$ cat src/hdl/pvrs_pkg.sv
// pvrs_pkg: shared constants, types and the gain table of the pcm volume ramp scaler
// used by every file under hdl; depends on nothing
`default_nettype none

package pvrs_pkg;

  // frame layout
  localparam int NFIELDS   = 4;
  localparam int LANES     = 4;
  localparam int SAMPLE_W  = 16;
  localparam int LANE_IDX_W = 3;

  // gain in q16, unity needs one bit above the fraction
  localparam int GAIN_W    = 17;
  localparam int UNITY     = 65536;
  localparam int PROD_W    = SAMPLE_W + GAIN_W + 1;

  // ramp length and counter width
  localparam int RAMP_FRAMES = 256;
  localparam int RAMP_W      = $clog2(RAMP_FRAMES + 1);
  localparam int DIV_CNT_W   = $clog2(GAIN_W + 1);

  // configuration registers
  localparam int VOLUME_W   = 7;
  localparam int CHANNELS_W = 3;
  localparam int CFG_IDX_W  = 2;
  localparam int CFG_DATA_W = 7;
  localparam int VOLUME_MAX = 100;

  localparam logic [CFG_IDX_W-1:0] CFG_VOLUME   = 2'd0;
  localparam logic [CFG_IDX_W-1:0] CFG_MUTED    = 2'd1;
  localparam logic [CFG_IDX_W-1:0] CFG_CHANNELS = 2'd2;

  // gain table, one entry per volume step
  localparam int ROM_DEPTH = VOLUME_MAX + 1;
  typedef logic [ROM_DEPTH-1:0][GAIN_W-1:0] gain_rom_t;

  typedef enum logic [2:0] {
    ST_IDLE,
    ST_TARGET,
    ST_STEP,
    ST_DIV,
    ST_MULT,
    ST_MERGE
  } state_t;

  // divider request and response
  typedef struct packed {
    logic              start;
    logic              neg;
    logic [GAIN_W-1:0] mag;
    logic [RAMP_W-1:0] divisor;
  } div_req_t;

  typedef struct packed {
    logic                     done;
    logic signed [GAIN_W:0]   quot;
  } div_rsp_t;

  // integer square root, evaluated at elaboration only
  function automatic logic [63:0] isqrt64(input logic [63:0] n);
    logic [63:0] rem;
    logic [63:0] root;
    logic [63:0] bit_v;
    rem   = n;
    root  = '0;
    bit_v = 64'd1 << 62;
    for (int i = 0; i < 32; i++) begin
      if (rem >= root + bit_v) begin
        rem  = rem - (root + bit_v);
        root = (root >> 1) + bit_v;
      end else begin
        root = root >> 1;
      end
      bit_v = bit_v >> 2;
    end
    return root;
  endfunction

  // entry v is round(65536 * (v/100)^1.5) = round(sqrt(2^32 * v^3) / 1000)
  function automatic gain_rom_t build_gain_rom();
    gain_rom_t   rom;
    logic [63:0] cube;
    logic [63:0] s;
    for (int v = 0; v < ROM_DEPTH; v++) begin
      cube = 64'(v) * 64'(v) * 64'(v);
      s    = isqrt64(cube << 34);
      if (v == 0) begin
        rom[v] = '0;
      end else if (v >= VOLUME_MAX) begin
        rom[v] = GAIN_W'(UNITY);
      end else begin
        rom[v] = GAIN_W'((s + 64'd1000) / 64'd2000);
      end
    end
    return rom;
  endfunction

  localparam gain_rom_t GAIN_ROM = build_gain_rom();

  // volume above the table saturates at unity
  function automatic logic [GAIN_W-1:0] gain_lookup(input logic [VOLUME_W-1:0] vol);
    logic [GAIN_W-1:0] g;
    if (vol >= VOLUME_W'(VOLUME_MAX)) begin
      g = GAIN_W'(UNITY);
    end else begin
      g = GAIN_ROM[vol];
    end
    return g;
  endfunction

endpackage

`default_nettype wire

$ cat src/hdl/pvrs_lane.sv
// pvrs_lane: one channel lane, registered q16 product then round, shift and saturate
// depends on pvrs_pkg
`default_nettype none

module pvrs_lane import pvrs_pkg::*; (
  input  wire logic                       clk,
  input  wire logic                       load,
  input  wire logic signed [SAMPLE_W-1:0] sample,
  input  wire logic [GAIN_W-1:0]          gain,
  output logic signed [SAMPLE_W-1:0]      result
);

  logic signed [PROD_W-1:0] prod;
  logic                     neg;
  logic [PROD_W-1:0]        mag;
  logic [PROD_W-1:0]        rounded;
  logic [PROD_W-17:0]       mag_q;

  // product register
  always_ff @(posedge clk) begin
    if (load) begin
      prod <= PROD_W'(sample * $signed({1'b0, gain}));
    end
  end

  // round half away from zero on the magnitude, then saturate
  always_comb begin
    neg     = prod[PROD_W-1];
    mag     = neg ? PROD_W'(-prod) : PROD_W'(prod);
    rounded = mag + PROD_W'(UNITY / 2);
    mag_q   = rounded[PROD_W-1:16];
    if (!neg) begin
      if (mag_q > (PROD_W-16)'(32767)) begin
        result = 16'sh7fff;
      end else begin
        result = SAMPLE_W'(mag_q);
      end
    end else begin
      if (mag_q > (PROD_W-16)'(32768)) begin
        result = 16'sh8000;
      end else begin
        result = SAMPLE_W'(-$signed({1'b0, mag_q}));
      end
    end
  end

endmodule

`default_nettype wire
$ cat config.mk
export PLATFORM = sky130hd
export DESIGN_NAME = pvrs_lane
export DESIGN_NICKNAME = d
export VERILOG_FILES = /design/src/hdl/pvrs_pkg.sv /design/src/hdl/pvrs_lane.sv
export SDC_FILE = /design/constraint.sdc
export NUM_CORES = 1
export LEC_CHECK = 0
export ABC_AREA = 0
export BUFFER_PORTS_ARGS = -buffer_cell sky130_fd_sc_hd__buf_2
export CORE_MARGIN = 2
export CORE_UTILIZATION = 55
export DETAILED_ROUTE_END_ITERATION = 10
export PLACE_DENSITY = 0.75
export SKIP_LAST_GASP = 1
export SLEW_MARGIN = 20
export SYNTH_ARGS = -nofsm -noshare
export SYNTH_HDL_FRONTEND = slang
export SYNTH_SLANG_ARGS = --single-unit
$ cat constraint.sdc
create_clock -name clk -period 7.2 [get_ports clk]
set_input_delay 0.72 -clock clk [delete_from_list [all_inputs] [get_ports clk]]
set_output_delay 0.72 -clock clk [all_outputs]
set_load 0.1 [all_outputs]
Word level (Yosys, flattened, before mapping)
Index checks and enable logic that the tools add are counted.
{"block": "op_classes", "order_cmp": 2, "addsub": 3, "n_mux": 4, "multipliers": 1}
{"operator": "$mux W16", "count": 3}
{"operator": "$add A34 B16 Y34 const B", "count": 1}
{"operator": "$mul A16 B18 Y34", "count": 1}
{"operator": "$mux W34", "count": 1}
{"operator": "$neg A34 Y34", "count": 1}
{"operator": "$gt A18 B15 Y1 const B", "count": 1}
{"operator": "$gt A18 B16 Y1 const B", "count": 1}
{"operator": "$neg A16 Y16", "count": 1}
{"block": "word_totals", "output_inout_bits": 16, "reg_bits": 34}

Logic depth before layout (Yosys ltp)
{"block": "logic_depth", "depth_word": 6, "mapped_depth": 25}

Least setup slack after synthesis
No wires, ideal clock.
{"block": "synth_timing", "path_type": "input port to flip-flop", "from": "input port sample[9]", "to": "register prod[33], data pin", "n_path_buf": 2, "path_slack_ns": 0.333, "arrival_time_ns": 6.607, "stages": 25, "required_ns": 6.940, "setup_ns": 0.260, "cell_sequence": "clkbuf_1 -> clkbuf_1 -> nand2_1 -> fa_1 -> inv_1 -> fa_1 -> inv_1 -> fa_1 -> inv_1 -> fa_1 -> fa_1 -> inv_1 -> fa_1 -> inv_1 -> ha_1 -> and4_1 -> a31oi_1 -> o21ai_0 -> a21oi_1 -> o21a_1 -> o31ai_1 -> a2111oi_0 -> o21bai_1 -> a21oi_1 -> xnor2_1"}
{"block": "synth_between", "elab_chain_cells": 1}
{"element": "from (decl)", "line_no": "pvrs_lane.sv:8", "source": "input wire logic signed [SAMPLE_W-1:0] sample,"}
{"element": "$mul A16 B18 Y34", "line_no": "pvrs_lane.sv:22", "source": "prod <= PROD_W'(sample * $signed({1'b0, gain}));"}
{"element": "to (signal assigned)", "line_no": "pvrs_lane.sv:22"}
{"element": "to (decl)", "line_no": "pvrs_lane.sv:13", "source": "logic signed [PROD_W-1:0] prod;"}
No other way between the ends.
A chain may end at the register's enable or synchronous reset.

Final worst setup path
{"block": "layout_timing", "from": "input port sample[8]", "to": "register prod[33], data pin"}
Same word-level chain as after synthesis.

==> results.toml <==
[routing]
remaining_drc_errors = 0
via_count = 9205
ant_nets = 0
wl_per_cell_um = 16.3
drt-initial-drc-count = 458
routed_wl_um = 27300
viasPerCell = 5.48
drt_pass1_iterations = 5

[floorplan]
core_um2 = 21800
floorplan.initialDensity = 0.560
core.rowCount = 54
die_area_um2 = 23400
num_io_pins = 51
dieWidth_um = 153
die_h_um = 153

[synth]
muxShareOfSynthArea = 0.0124
synth_edf_count = 34
yosysMostFrequentCell = "inv_1"
synthSimpleGateAreaFrac = 0.198
synth-xor-area-share = 0.0422
yosys_warnings = 0
ys.flop_type = "edfxtp_1"
async_flop_share = 0
syn_avg_cell_area_um2 = 8.83
netlist.area_leader.share = 0.341
synthCells = 1383
synthAdderAreaFrac = 0.471
synth_area_leaders = "fa_1, ha_1, edfxtp_1"
ys_types = 71
yosysSeqAreaShare = 0.0836
ys_ff_latch = 34
syn_nets = 1753
synth_largest_area_cell = "fa_1"
synth_common_cells = "inv_1, fa_1, nand2_1"
synth_top_family_by_area = "adder cells"
synth_compound_gate_area_share = 0.0919
syn_area_um2 = 12200

[worst_setup_path]
crit_fanout = 12
max_stage_delay_ps = 540
critPathKind = "in2reg"
path_depth = 24
crit_buf_inv = 6
startpoint_type = "primary input"
crit_required_ps = 7200
end_kind = "flop"
arrival_ps = 6740
path_delay_family = "adder cells"
crit_top_cell = "fa_1"
cp_cell_sequence = "buf_2 > nand2_1 > fa_1 > inv_1 > fa_1 > inv_1 > fa_1 > inv_1 > fa_1 > fa_1 > inv_1 > fa_1 > inv_1 > ha_1 > and4_1 > a31oi_1 > o21ai_0 > a21oi_2 > o21a_1 > o31ai_1 > a2111oi_0 > o21bai_1 > a21oi_1 > xnor2_1"
crit_slowest_cell = "fa_1"

[timing]
rsz0062_at_grt = "false"
setup_viol = 0
finalHoldViolCount = 0
period_share = 0.935
fmax_mhz = 148
final.setup.tns_ps = 0
finalCriticalPeriod_ps = 6730
worstMarginPinSlew_ps = 764
max-slew-margin-rel = 0.489
worst_slack_ps = 465
slew_viol_final = 0

[placement]
gp_congestion = 0.878
place_ws_ps = 84.1
io_buffers = 50
postPlaceCellArea_um2 = 12700
hpwl_um = 22400

[cells_and_area]
largest_register_ffs = 34
top_register = "prod"
reg.largest.list = "prod x34"
syn_to_final_growth_pct = 5.19
diodes = 0
layout-drive-gt1-share = 0.0679
nNetsFinal = 1769
postLayoutCellArea_um2 = 12900

[clocking]
clock-root-buffer = "clkbuf_16"
numCtsBuffers = 5
cts_sinks = 34
clockBufferDepth = 2
post-cts-setup-buffers = 0
cts_tree = "done"
cts-htree-levels = 2
path_clk_slew_ps = 50

[hold_path]
hold_class = "in2reg"
whs_path_depth = 2

[grt]
track_usage = 0.240
grt_pass1_wl_um = 46400
grt_antenna_before_repair = 0
grt_pass1_vias = 9502
grt_max_degree = 47
grt.overflow.total = 0

[run]
max_cap_violations = 0

[run_status]
outcome = "completed"
==> path summary, 6_finish.rpt <==
check / startpoint / to / slack, ps
setup / recovery: sample[8] / prod[33] / 470
hold / removal: gain[0] / prod[0] / 970
==> routing by layer <==
metal,vias to the layer above,global-route usage,wire length (um),share of wire
li1,4395,-,-,-
met1,4498,0.340,12700,0.46
met2,277,0.403,12800,0.47
met3,35,0.0255,1450,0.053
met4,0,0.0494,376,0.014
met5,-,0,0,0
==> final cells by class <==
type	count	area, um^2
Tap cell	280	350
Clock buffer	6	129
Clock inverter	2	8.76
Fill cell	1915	8970
Inverter	266	998
Sequential cell	34	1020
Timing Repair Buffer	67	378
Multi-Input combinational cell	1025	9970
==> placed cells by master, fill, tap and decap left out, drive strengths merged, types with 24 or more instances in the layout <==
cell type,instances
inv,265
a21oi,38
and2,140
a21o,25
ha,127
fa,208
nand2,176
nor2,42
xnor2,38
o21ai,24
edfxtp,34
buf,67
==> stage by stage <==
stage	hold WS [ps]	utilization	instances
3_3_place_gp	1240	0.582	1672
4_1_cts	958	0.589	1680
6_report	974	0.589	1680
5_1_grt	993	0.589	1680
2_1_floorplan	832	-	1383
3_5_place_dp	1240	0.582	1672
==> cell families (layout without fill, tap and decap cells) <==
kind of cell / after synthesis / count (layout)
mux: 15 / 15
xor+xnor: 58 / 58
flops: 34 / 34
compound gates: 159 / 159
fa+ha+maj: 335 / 335
buf+inv: 324 / 341
simple gates: 458 / 458
==> repair_timing <==
action	4_1_cts	5_1_grt
hold buffers	0	0
endpoints found under the hold margin	0	0
setup endpoints to repair	0	2
resized for setup	0	2
Power is not shown: default switching activity piles up to over one toggle a cycle in this logic, so the estimate is an artifact.
