**src/hdl/pvrs_pkg.sv**
```systemverilog
// pvrs_pkg: shared constants, types and the gain table of the pcm volume ramp scaler
// used by every file under hdl; depends on nothing
`default_nettype none

package pvrs_pkg;

  // frame layout
  localparam int NFIELDS   = 4;
  localparam int LANES     = 4;
  localparam int SAMPLE_W  = 16;
  localparam int LANE_IDX_W = 3;

  // gain in q16, unity needs one bit above the fraction
  localparam int GAIN_W    = 17;
  localparam int UNITY     = 65536;
  localparam int PROD_W    = SAMPLE_W + GAIN_W + 1;

  // ramp length and counter width
  localparam int RAMP_FRAMES = 256;
  localparam int RAMP_W      = $clog2(RAMP_FRAMES + 1);
  localparam int DIV_CNT_W   = $clog2(GAIN_W + 1);

  // configuration registers
  localparam int VOLUME_W   = 7;
  localparam int CHANNELS_W = 3;
  localparam int CFG_IDX_W  = 2;
  localparam int CFG_DATA_W = 7;
  localparam int VOLUME_MAX = 100;

  localparam logic [CFG_IDX_W-1:0] CFG_VOLUME   = 2'd0;
  localparam logic [CFG_IDX_W-1:0] CFG_MUTED    = 2'd1;
  localparam logic [CFG_IDX_W-1:0] CFG_CHANNELS = 2'd2;

  // gain table, one entry per volume step
  localparam int ROM_DEPTH = VOLUME_MAX + 1;
  typedef logic [ROM_DEPTH-1:0][GAIN_W-1:0] gain_rom_t;

  typedef enum logic [2:0] {
    ST_IDLE,
    ST_TARGET,
    ST_STEP,
    ST_DIV,
    ST_MULT,
    ST_MERGE
  } state_t;

  // divider request and response
  typedef struct packed {
    logic              start;
    logic              neg;
    logic [GAIN_W-1:0] mag;
    logic [RAMP_W-1:0] divisor;
  } div_req_t;

  typedef struct packed {
    logic                     done;
    logic signed [GAIN_W:0]   quot;
  } div_rsp_t;

  // integer square root, evaluated at elaboration only
  function automatic logic [63:0] isqrt64(input logic [63:0] n);
    logic [63:0] rem;
    logic [63:0] root;
    logic [63:0] bit_v;
    rem   = n;
    root  = '0;
    bit_v = 64'd1 << 62;
    for (int i = 0; i < 32; i++) begin
      if (rem >= root + bit_v) begin
        rem  = rem - (root + bit_v);
        root = (root >> 1) + bit_v;
      end else begin
        root = root >> 1;
      end
      bit_v = bit_v >> 2;
    end
    return root;
  endfunction

  // entry v is round(65536 * (v/100)^1.5) = round(sqrt(2^32 * v^3) / 1000)
  function automatic gain_rom_t build_gain_rom();
    gain_rom_t   rom;
    logic [63:0] cube;
    logic [63:0] s;
    for (int v = 0; v < ROM_DEPTH; v++) begin
      cube = 64'(v) * 64'(v) * 64'(v);
      s    = isqrt64(cube << 34);
      if (v == 0) begin
        rom[v] = '0;
      end else if (v >= VOLUME_MAX) begin
        rom[v] = GAIN_W'(UNITY);
      end else begin
        rom[v] = GAIN_W'((s + 64'd1000) / 64'd2000);
      end
    end
    return rom;
  endfunction

  localparam gain_rom_t GAIN_ROM = build_gain_rom();

  // volume above the table saturates at unity
  function automatic logic [GAIN_W-1:0] gain_lookup(input logic [VOLUME_W-1:0] vol);
    logic [GAIN_W-1:0] g;
    if (vol >= VOLUME_W'(VOLUME_MAX)) begin
      g = GAIN_W'(UNITY);
    end else begin
      g = GAIN_ROM[vol];
    end
    return g;
  endfunction

endpackage

`default_nettype wire

```
**src/hdl/pvrs_divider.sv**
```systemverilog
// pvrs_divider: iterative restoring divider for the ramp step, one quotient bit a cycle
// signed result truncated toward zero; depends on pvrs_pkg
`default_nettype none

module pvrs_divider import pvrs_pkg::*; (
  input  wire logic     clk,
  input  wire logic     rst,
  input  wire div_req_t req,
  output div_rsp_t      rsp
);

  logic                 busy;
  logic                 done;
  logic [DIV_CNT_W-1:0] cnt;
  logic [RAMP_W-1:0]    rem;
  logic [GAIN_W-1:0]    quo;
  logic [RAMP_W-1:0]    divisor;
  logic                 neg;
  logic [RAMP_W:0]      trial;
  logic                 fits;

  // shift in the next dividend bit and try the subtraction
  always_comb begin
    trial = {rem, quo[GAIN_W-1]};
    fits  = (trial >= {1'b0, divisor});
  end

  // control
  always_ff @(posedge clk) begin
    if (rst) begin
      busy <= 1'b0;
      done <= 1'b0;
      cnt  <= '0;
    end else begin
      done <= 1'b0;
      if (req.start) begin
        busy <= 1'b1;
        cnt  <= DIV_CNT_W'(GAIN_W);
      end else if (busy) begin
        cnt <= cnt - 1'b1;
        if (cnt == DIV_CNT_W'(1)) begin
          busy <= 1'b0;
          done <= 1'b1;
        end
      end
    end
  end

  // datapath
  always_ff @(posedge clk) begin
    if (req.start) begin
      rem     <= '0;
      quo     <= req.mag;
      divisor <= req.divisor;
      neg     <= req.neg;
    end else if (busy) begin
      if (fits) begin
        rem <= RAMP_W'(trial - {1'b0, divisor});
      end else begin
        rem <= trial[RAMP_W-1:0];
      end
      quo <= {quo[GAIN_W-2:0], fits};
    end
  end

  // apply the sign of the difference
  always_comb begin
    rsp.done = done;
    rsp.quot = neg ? -$signed({1'b0, quo}) : $signed({1'b0, quo});
  end

endmodule

`default_nettype wire

```
**config.mk**
```make
export PLATFORM = sky130hd
export DESIGN_NAME = pvrs_divider
export DESIGN_NICKNAME = d
export VERILOG_FILES = /design/src/hdl/pvrs_pkg.sv /design/src/hdl/pvrs_divider.sv
export SDC_FILE = /design/constraint.sdc
export NUM_CORES = 1
export LEC_CHECK = 0
export BUFFER_PORTS_ARGS = -buffer_cell sky130_fd_sc_hd__buf_2
export CORE_MARGIN = 2
export CORE_UTILIZATION = 27
export CTS_BUF_LIST = sky130_fd_sc_hd__clkbuf_2 sky130_fd_sc_hd__clkbuf_4 sky130_fd_sc_hd__clkbuf_8
export DETAILED_ROUTE_END_ITERATION = 10
export PLACE_DENSITY = 0.53
export SYNTH_ARGS = -nofsm -noshare
export SYNTH_HDL_FRONTEND = slang
export SYNTH_SLANG_ARGS = --single-unit
```
**constraint.sdc**
```tcl
create_clock -name clk -period 3.3 [get_ports clk]
set_clock_uncertainty 0.15 [all_clocks]
set_input_delay 0.165 -clock clk [delete_from_list [all_inputs] [get_ports clk]]
set_output_delay 0.165 -clock clk [all_outputs]
set_load 0.01 [all_outputs]
```
* Yosys cells after proc, flatten, opt, wreduce, memory -nomap -nowiden *
Index checks and enable logic that the tools add are counted.

storage, ports and cells
  register bits after elaboration = 43
  output and inout port bits = 19
  logic and storage cells = 27

cells by class
  add/sub/neg operators = 3
  order comparisons = 1
  equality and inequality tests = 1
  multiplexer cells = 10
  bitwise gates (word level) = 1
  reductions and logical operators = 3

operators by type and width
  kind                                                                   count
  17-bit two-way mux                                                     2
  18-bit two-way mux                                                     1
  17-bit negator with 18-bit output                                      1
  10-bit by 9-bit greater-or-equal comparator with 1-bit output          1
  5-bit two-way mux                                                      2
  9-bit two-way mux                                                      1
  9-bit subtractor                                                       1
  5-bit by 1-bit equality test with 1-bit output, second input constant  1
  5-bit by 1-bit subtractor with 5-bit output, second input constant     1
  1-bit two-way mux                                                      4
  3-bit OR reduction                                                     1
  2-bit nonzero test                                                     1
  2-bit OR reduction                                                     1
  1-bit NOT                                                              1

* Depth between registers and ports, before layout *
Gate-level depths: netlist of the first run.

  word-level depth = 4
  depth in mapped cells = 9
  mapped depth without buffers = 9

* Least setup slack after synthesis of the first run *
Ideal clock, no wire load.

  path kind = register to register
  start point = register quo[16]
  end point = register quo[0], data pin
  setup time = 0.260 ns
  arrival time = 2.156 ns
  path slack = 0.734 ns
  stages on the path, launching flop included = 9
  cells stage by stage = edfxtp_1 inv_1 ha_1 inv_1 fa_1 a211oi_1 o21a_1 o211ai_2 mux2_2

between the ends
  cells in the longest elaborated chain, start to end = 3

ends and longest elaborated chain
  element                                                        line                source
  start: declaration                                             pvrs_divider.sv:16  logic [GAIN_W-1:0] quo;
  start signal: assignment                                       pvrs_divider.sv:53  quo <= req.mag;
  start signal: assignment                                       pvrs_divider.sv:62  quo <= {quo[GAIN_W-2:0], fits};
  10-bit by 9-bit greater-or-equal comparator with 1-bit output  pvrs_divider.sv:25  fits = (trial >= {1'b0, divisor});
  17-bit two-way mux                                             pvrs_divider.sv:56  end else if (busy) begin
  17-bit two-way mux                                             pvrs_divider.sv:51  if (req.start) begin

Every way passes these cells. The select of a mux whose other input is x is not followed.
A chain may end at the register's enable or synchronous reset.

* Worst setup path in the final report of the first run *
Ends and elaborated chain as after synthesis.

==> impl_metrics.py, run 1 <==
metrics = {
    "global_route": {
        "grt_resource_usage_total": 0.107,
        "grt_start_max_net_pins": 35,
        "grt_antenna_before_repair": 0,
        "number_of_global_route_vias_before_repair": 1852,
        "grt_first_pass_wirelength_um": 8590,
        "aggregate_global_routing_overflow": 0,
    },
    "place": {
        "globalplace.congestion": 0.842,
        "dp_hpwl_um": 3900,
        "placedInstanceArea_mm2": 0.00292,
        "placement.setup.worst_slack_ns": 0.492,
        "numPortBuffers": 48,
    },
    "drt": {
        "detail_route.first_pass.iterations": 4,
        "wl_um": 5290,
        "drt-vias-per-instance": 4.52,
        "routed_wire_length_per_instance_um": 12.4,
        "drt_first_iter_violations": 62,
        "dr_total_vias": 1929,
        "ant_nets": 0,
        "route.detailed.drc": 0,
    },
    "critical_path": {
        "worstPathCellList": "inv_1 > ha_1 > inv_1 > fa_1 > a211oi_1 > o21a_1 > o211ai_2 > mux2_2",
        "timing.critical_path.slowest_stage_cell": "edfxtp_1",
        "cp_max_fo": 8,
        "worstSetupStartpointType": "flop",
        "worst_ep_arrival_time_ns": 2.75,
        "crit_path_top_cell_by_count": "inv_1",
        "ff2ff_setup_slack_ns": 0.46,
        "end_kind": "flop",
        "timing.critical_path.slowest_cell_delay_ns": 0.46,
        "worstRegToRegCells": 8,
        "timing.critical_path.required_ns": 3.21,
        "criticalPathCategory": "reg -> reg",
    },
    "die": {
        "std_cell_rows": 35,
        "design.portCount": 49,
        "initial_core_utilization": 0.277,
        "chipWidth_um": 101,
        "floorplan.core_area_mm2": 0.00924,
        "floorplan.die.height_um": 101,
        "floorplan.die_area_mm2": 0.0103,
    },
    "yosys": {
        "synth.area.top_cells": "edfxtp_1 (32%), dfxtp_1 (13%), mux2_2 (6.6%)",
        "synthArstFlopShare": 0,
        "number_of_enable_flip_flop_cells_after_synthesis": 27,
        "synthesis.area_mm2": 0.00256,
        "syn_area_per_cell_um2": 10.7,
        "postSynth.topFlopCell": "edfxtp_1",
        "synth_most_common_cell": "edfxtp_1",
        "count_of_unique_library_cells_instantiated_by_yosys": 50,
        "synthesis.nets": 283,
        "post-synth-top-area-cell": "edfxtp_1",
        "synth_sequential_area_ratio": 0.442,
        "leading_cell_types_by_count_after_synthesis": "edfxtp_1 (27), nor2_1 (19), xnor2_1 (17)",
        "ys_seq_elements": 43,
        "synth.yosys.warnings": 0,
        "netlist_instances": 240,
        "synth.top_cell.area_share": 0.317,
    },
    "outcome": {
        "run_status": "finished, final reports clean",
    },
    "pwr": {
        "total_leakage_power_nw": 1.26,
        "cellPowerDensity_mw_per_mm2": 472,
        "design_power_total_mw": 1.49,
        "max-vdd-ir-drop_uv": 181,
    },
    "sta": {
        "report.final.setup_viol": 0,
        "grt_setup_unrepaired": "false",
        "final.setup.worst_slack_ns": 0.458,
        "slew-limit-headroom": 0.530,
        "max_freq_mhz": 352,
        "tns_ns": 0,
        "finalWorstPathRequiredPeriod_ns": 2.84,
        "worst_pin_slew_ns": 0.705,
        "finalHoldViolations": 0,
        "report.final.slew_viol_count": 0,
        "final.period_utilization": 0.861,
    },
    "clock_network": {
        "post_cts_resized": 0,
        "cts_root_buffer": "clkbuf_8",
        "clock_latency_ns": 0.30,
        "cts-buffers-inserted": 5,
        "clock_sinks": 43,
        "tritoncts": "built",
        "htree_num_levels": 2,
        "clock_pin_slew_on_the_worst_setup_and_hold_paths_ns": 0.09,
        "number_of_buffers_on_the_longest_clock_path": 2,
    },
    "run": {
        "timing.max_cap.violations": 0,
    },
    "layout": {
        "insertedDiodeCount": 0,
        "area.growth.synth_to_final_pct": 23.5,
        "drive_gt1_frac": 0.279,
        "post-route-cell-area_mm2": 0.00316,
        "fin_nets": 340,
        "postLayoutCoreUtil": 0.342,
        "layout.filler_cells": 962,
    },
    "min_path": {
        "timing.hold.worst_path_depth": 2,
        "timing.hold.worst.class": "in -> reg",
    },
}
==> per-layer routing <==
metal  GRT usage  routed length, um  up-vias
met4      0.0374                 47        0
met2       0.163               2280       47
met3      0.0235                257        5
met1       0.148               2700      887
met5           0                  0        -
li1            -                  -      990
==> cell families after synthesis <==
| family | synth area share |
|---|---|
| compound gates | 0.140 |
| xor+xnor | 0.0787 |
| fa+ha+maj | 0.0665 |
| buf+inv | 0.0450 |
| flops | 0.442 |
| mux | 0.0894 |
| simple gates | 0.138 |
==> sequential cells by signal (all words and copies together), names as in the netlist <==
signal / cells
cnt: 5
busy: 1
rem: 9
done: 1
quo: 17
neg: 1
divisor: 9
==> layout by cell type (no fill, tap or decap), types with 6 or more instances in the layout <==
cell type / instances
xnor2_1: 17
ha_1: 12
nand2_1: 13
inv_1: 15
edfxtp_1: 27
dlygate4sd3_1: 13
nor2_1: 19
a211oi_1: 7
o21ai_0: 9
dfxtp_1: 16
a21oi_1: 7
mux2_2: 15
mux2i_1: 6
xor2_1: 6
buf_2: 48
==> through the flow <==
stage | std cells | hold WS (ns)
after global routing | 427 | 0.0171
after CTS | 427 | 0.00713
after global placement | 406 | 0.192
final | 427 | 0.0160
after floorplan | 240 | 0.0874
after detailed placement | 406 | 0.193
==> what timing repair did <==
item | CTS | global route
hold buffers | 13 | 0
buffers inserted | 0 | 0
hold endpoints to repair | 19 | 0
==> worst max-delay path: cells and delay by family (launching register included) <==
kind / cells / cell delay (ns)
flip-flops: 1 / 0.46
buffers and inverters: 2 / 0.14
multiplexers: 1 / 0.35
AO/OA/AOI/OAI: 3 / 0.95
adder cells (fa/ha/maj): 2 / 0.55
==> final cells by class <==
type / instances / area [um2] / area share
Clock buffer: 5 / 68.8 / 0.0218
Clock inverter: 3 / 43.8 / 0.0139
Inverter: 15 / 56.3 / 0.0178
Multi-Input combinational cell: 169 / 1310 / 0.416
Sequential cell: 43 / 1130 / 0.358
Tap cell: 129 / 161 / 0.0511
Timing Repair Buffer: 63 / 385 / 0.122
==> path summary, 6_finish.rpt <==
| kind | startpoint | to |
|---|---|---|
| max reg2reg | quo[16] | quo[0] |
| min | req[12] | quo[3] |
| max | quo[16] | quo[0] |
| min reg2reg | cnt[1] | cnt[1] |
==> power by group <==
| group | leakage, nW | internal (mW) | switching, mW |
|---|---|---|---|
| Sequential | 0.401 | 0.629 | 0.0477 |
| Clock | 0.0581 | 0.225 | 0.188 |
| Combinational | 0.796 | 0.192 | 0.209 |
(Power assumes the default switching activity.)
==> run 2, diff against run 1 <==
- CELL_PAD_IN_SITES_DETAIL_PLACEMENT: unset -> 2
- CELL_PAD_IN_SITES_GLOBAL_PLACEMENT: unset -> 2
- PLACE_DENSITY: 0.53 -> 0.72
==> impl_metrics.py, run 2 (same netlist as run 1, synthesis figures left out) <==
metrics = {
    "sta": {
        "report.final.setup_viol": 0,
        "worst_pin_slew_ns": 0.578,
        "report.final.slew_viol_count": 0,
        "tns_ns": 0,
        "final.period_utilization": 0.889,
        "finalHoldViolations": 0,
        "slew-limit-headroom": 0.614,
        "max_freq_mhz": 341,
        "finalWorstPathRequiredPeriod_ns": 2.93,
        "grt_setup_unrepaired": "false",
    },
    "clock_network": {
        "tritoncts": "built",
        "cts-buffers-inserted": 5,
        "clock_latency_ns": 0.30,
        "clock_sinks": 43,
        "hold_buffers": 12,
        "clock_pin_slew_on_the_worst_setup_and_hold_paths_ns": 0.09,
        "number_of_buffers_on_the_longest_clock_path": 2,
        "cts_root_buffer": "clkbuf_8",
        "htree_num_levels": 2,
        "post_cts_resized": 0,
        "post-cts-setup-buffers": 0,
    },
    "die": {
        "floorplan.core_area_mm2": 0.00924,
        "design.portCount": 49,
        "floorplan.die_area_mm2": 0.0103,
        "floorplan.die.height_um": 101,
        "std_cell_rows": 35,
        "initial_core_utilization": 0.277,
        "chipWidth_um": 101,
    },
    "global_route": {
        "number_of_global_route_vias_before_repair": 2225,
        "global_route.usage.met2": 0.226,
        "grt_util_met3": 0.0207,
        "grt_resource_usage_total": 0.131,
        "grt_first_pass_wirelength_um": 10800,
        "gr-usage-met1": 0.175,
        "aggregate_global_routing_overflow": 0,
        "grt_start_max_net_pins": 27,
        "grt_antenna_before_repair": 0,
        "layer_carrying_the_most_global_route_usage": "met2",
    },
    "critical_path": {
        "ff2ff_setup_slack_ns": 0.37,
        "timing.critical_path.required_ns": 3.20,
        "regToRegStartpoint": "quo[16]",
        "setup.worst_path.start": "quo[16]",
        "cp_max_fo": 8,
        "worstRegToRegCells": 8,
        "worstSetupStartpointType": "flop",
        "criticalPathCategory": "reg -> reg",
        "end_kind": "flop",
        "worst_ep_arrival_time_ns": 2.83,
    },
    "pwr": {
        "power_frac_seq": 0.423,
        "total_leakage_power_nw": 1.27,
        "power_frac_comb": 0.261,
        "max-vdd-ir-drop_uv": 166,
        "cellPowerDensity_mw_per_mm2": 503,
        "design_power_total_mw": 1.60,
        "cell_internal_pwr_mw": 1.13,
        "power.share.switching": 0.292,
        "pwr-share-clk": 0.317,
        "power.switching_mw": 0.467,
    },
    "layout": {
        "largest_register": "quo",
        "insertedDiodeCount": 0,
        "layout_common_cells": "buf_2 (48), edfxtp_1 (27), nor2_1 (19)",
        "layout.filler_cells": 1050,
        "fin_nets": 340,
        "largest_reg_flops": 17,
        "post-route-cell-area_mm2": 0.00318,
        "largest_registers": "quo (17), divisor (9), rem (9)",
        "drive_gt1_frac": 0.282,
        "final_common_cell": "buf_2",
        "area.growth.synth_to_final_pct": 24.3,
    },
    "place": {
        "placedInstanceArea_mm2": 0.00293,
        "globalplace.congestion": 0.732,
        "dp_hpwl_um": 4760,
        "numPortBuffers": 48,
    },
    "drt": {
        "ant_nets": 0,
        "detail_route.first_pass.iterations": 4,
        "drt-vias-per-instance": 4.74,
        "dr_total_vias": 2024,
        "route.detailed.drc": 0,
        "routed_wire_length_per_instance_um": 14.8,
        "wl_um": 6320,
        "drt_first_iter_violations": 67,
    },
    "min_path": {
        "timing.hold.worst.class": "in -> reg",
        "worst_hold_startpoint": "req[11]",
        "timing.hold.worst_path_depth": 3,
    },
    "outcome": {
        "run_status": "finished, final reports clean",
    },
    "run": {
        "timing.max_cap.violations": 0,
    },
}
==> run 2: changes by cell type in the layout (fill, tap and decap cells not counted) <==
cell and change:
clkinv_2 -1, bufinv_16 +1, clkbuf_4 +1, clkinv_4 -1
buf_4 +1, dlygate4sd3_1 -1
==> run 2: path summary, 6_finish.rpt <==
| kind | end |
|---|---|
| setup / recovery | quo[0] |
| hold / removal | quo[2] |
| setup reg to reg | quo[0] |
| hold reg to reg | cnt[1] |
==> run 2: area by class of cell <==
cell class                 instances  area (um2)  share of cell area
clock buffer                       6        76.3              0.0240
clock inverter                     2        60.1              0.0189
inverter                          15        56.3              0.0177
multi-input combinational        169        1310               0.413
sequential                        43        1130               0.355
tap                              129         161              0.0507
timing repair buffer              63         383               0.120
==> run 2: power by group through the flow <==
stage / combinational (mW) / clock (mW) / sequential (mW)
floorplan: 0.291 / 0 / 0.672
global placement: 0.396 / 0 / 0.689
detailed placement: 0.410 / 0 / 0.691
global route: 0.471 / 0.533 / 0.687
finish: 0.417 / 0.507 / 0.676
CTS: 0.425 / 0.521 / 0.678
==> run 2: per-layer routing <==
metal  wire length [um]  vias up  part of all wire
li1                   -      990                 -
met1               3100      985              0.49
met2               2930       42              0.46
met3                228        7             0.036
met4                 55        0            0.0087
met5                  0        -                 0
==> run 2: critical path, cell delays in order, from the launching register on <==
cell      delay [ns]
edfxtp_1        0.44
inv_1           0.09
ha_1            0.16
inv_1           0.05
fa_1            0.42
a211oi_1        0.45
o21a_1          0.29
o211ai_2        0.26
mux2_2          0.36
==> run 2: metrics by stage <==
stage          instances  setup WS (ns)  utilization  hold slack [ns]
6_report             427          0.365        0.344          0.00999
5_1_grt              427          0.137        0.344           0.0198
4_1_cts              427          0.369        0.344          0.00134
3_5_place_dp         407          0.394        0.317            0.194
3_3_place_gp         407          0.538        0.317            0.192
2_1_floorplan        240          0.734            -           0.0874
==> run 3, diff against run 2 <==
- HOLD_SLACK_MARGIN: unset -> 0.12
- clock period: 3.3 -> 3.5 ns (I/O delays scaled with it)
==> impl_metrics.py, run 3 (same netlist as run 1, synthesis figures left out) <==
metrics = {
    "sta": {
        "fin_hold_ws_ns": 0.303,
        "finalWorstPathRequiredPeriod_ns": 2.84,
        "report.final.setup_viol": 0,
        "final.period_utilization": 0.812,
        "worst_pin_slew_ns": 0.938,
        "finalHoldViolations": 0,
        "max_freq_mhz": 352,
        "grt_setup_unrepaired": "false",
        "tns_ns": 0,
        "report.final.slew_viol_count": 0,
        "slew-limit-headroom": 0.374,
    },
    "layout": {
        "largest_registers": "quo (17), divisor (9), rem (9)",
        "area.growth.synth_to_final_pct": 30.3,
        "postLayoutCoreUtil": 0.361,
        "largest_reg_flops": 17,
        "drive_gt1_frac": 0.265,
        "fin_nets": 355,
        "largest_register": "quo",
        "layout.filler_cells": 1009,
        "insertedDiodeCount": 0,
        "final_common_cell": "buf_2",
        "layout_common_cells": "buf_2 (48), dlygate4sd3_1 (28), edfxtp_1 (27)",
    },
    "clock_network": {
        "clock_latency_ns": 0.30,
        "tritoncts": "built",
        "htree_num_levels": 2,
        "post_cts_resized": 0,
        "clock_sinks": 43,
        "post-cts-setup-buffers": 0,
        "number_of_buffers_on_the_longest_clock_path": 2,
        "hold_buffers": 28,
        "clock_pin_slew_on_the_worst_setup_and_hold_paths_ns": 0.09,
        "cts_root_buffer": "clkbuf_8",
        "cts-buffers-inserted": 5,
    },
    "global_route": {
        "grt_start_max_net_pins": 27,
        "aggregate_global_routing_overflow": 0,
        "grt_resource_usage_total": 0.137,
        "grt_antenna_before_repair": 0,
        "grt_first_pass_wirelength_um": 11000,
        "number_of_global_route_vias_before_repair": 2233,
    },
    "drt": {
        "routed_wire_length_per_instance_um": 15.3,
        "dr_total_vias": 2085,
        "wl_um": 6770,
        "ant_nets": 0,
        "detail_route.first_pass.iterations": 4,
        "route.detailed.drc": 0,
        "drt-vias-per-instance": 4.72,
        "drt_first_iter_violations": 41,
    },
    "critical_path": {
        "cp_max_fo": 8,
        "worst_ep_arrival_time_ns": 2.75,
        "setup.worst_path.start": "quo[16]",
        "end_kind": "flop",
        "worstSetupStartpointType": "flop",
        "criticalPathCategory": "reg -> reg",
        "regToRegStartpoint": "quo[16]",
        "timing.critical_path.required_ns": 3.41,
    },
    "pwr": {
        "pwr-share-clk": 0.312,
        "cellPowerDensity_mw_per_mm2": 457,
        "power.switching_mw": 0.445,
        "cell_internal_pwr_mw": 1.08,
        "power.share.switching": 0.292,
        "max-vdd-ir-drop_uv": 153,
        "total_leakage_power_nw": 1.33,
        "power_frac_seq": 0.424,
        "power_frac_comb": 0.264,
    },
    "place": {
        "dp_hpwl_um": 4840,
        "globalplace.congestion": 0.755,
        "numPortBuffers": 48,
    },
    "die": {
        "floorplan.die_area_mm2": 0.0103,
        "std_cell_rows": 35,
        "floorplan.core_area_mm2": 0.00924,
        "design.portCount": 49,
        "chipWidth_um": 101,
        "floorplan.die.height_um": 101,
        "initial_core_utilization": 0.277,
    },
    "run": {
        "timing.max_cap.violations": 0,
    },
    "min_path": {
        "worst_hold_startpoint": "req[27]",
        "timing.hold.worst.class": "in -> reg",
    },
    "outcome": {
        "run_status": "finished, final reports clean",
    },
}
[run 3: cell types whose count changed in the layout (fill, tap and decap cells not counted)]
| cell | previous run | this run |
|---|---|---|
| buf_4 | 3 | 2 |
| dlygate4sd3_1 | 12 | 28 |
[run 3: worst max-delay path: stages, from the launching register on]
cell and delay [ns]:
edfxtp_1 0.45, inv_1 0.08, ha_1 0.16, inv_1 0.05, fa_1 0.39, a211oi_1 0.42
o21a_1 0.28, o211ai_2 0.25, mux2_2 0.36
[run 3: path summary, 6_finish.rpt]
path	end	slack [ns]	cells past startpoint
min	quo[15]	0.30	2
max	quo[0]	0.66	8
max reg2reg	quo[0]	0.66	8
min reg2reg	cnt[1]	0.36	2
[run 3: per-stage QoR]
step | worst slack [ns] | power [mW] | instance area (um2) | std cells
2_1_floorplan | 0.934 | 0.908 | 2560 | 240
3_3_place_gp | 0.740 | 1.02 | 2920 | 406
3_5_place_dp | 0.671 | 1.04 | 2920 | 406
4_1_cts | 0.645 | 1.55 | 3330 | 442
5_1_grt | 0.415 | 1.62 | 3330 | 442
6_report | 0.660 | 1.52 | 3330 | 442
[run 3: power by group through the flow]
| stage | clock network [mW] | registers (mW) | logic (mW) |
|---|---|---|---|
| 3_5_place_dp | 0 | 0.658 | 0.379 |
| 4_1_cts | 0.495 | 0.647 | 0.405 |
| 2_1_floorplan | 0 | 0.633 | 0.274 |
| 5_1_grt | 0.514 | 0.655 | 0.448 |
| 3_3_place_gp | 0 | 0.656 | 0.366 |
| 6_report | 0.476 | 0.646 | 0.402 |
[run 3: area by class of cell]
| type | instances | area (um2) | share of cell area |
|---|---|---|---|
| multi-input cells | 169 | 1310 | 0.394 |
| repair buffers | 78 | 536 | 0.161 |
| clock inverters | 2 | 60.1 | 0.0180 |
| inverters | 15 | 56.3 | 0.0169 |
| clock buffers | 6 | 76.3 | 0.0229 |
| flip-flops and latches | 43 | 1130 | 0.339 |
| well taps | 129 | 161 | 0.0484 |
[run 3: layer usage]
metal	track usage	part of all wire
met1	0.173	0.47
met2	0.237	0.48
met3	0.0248	0.038
met4	0.0437	0.013
met5	0	0
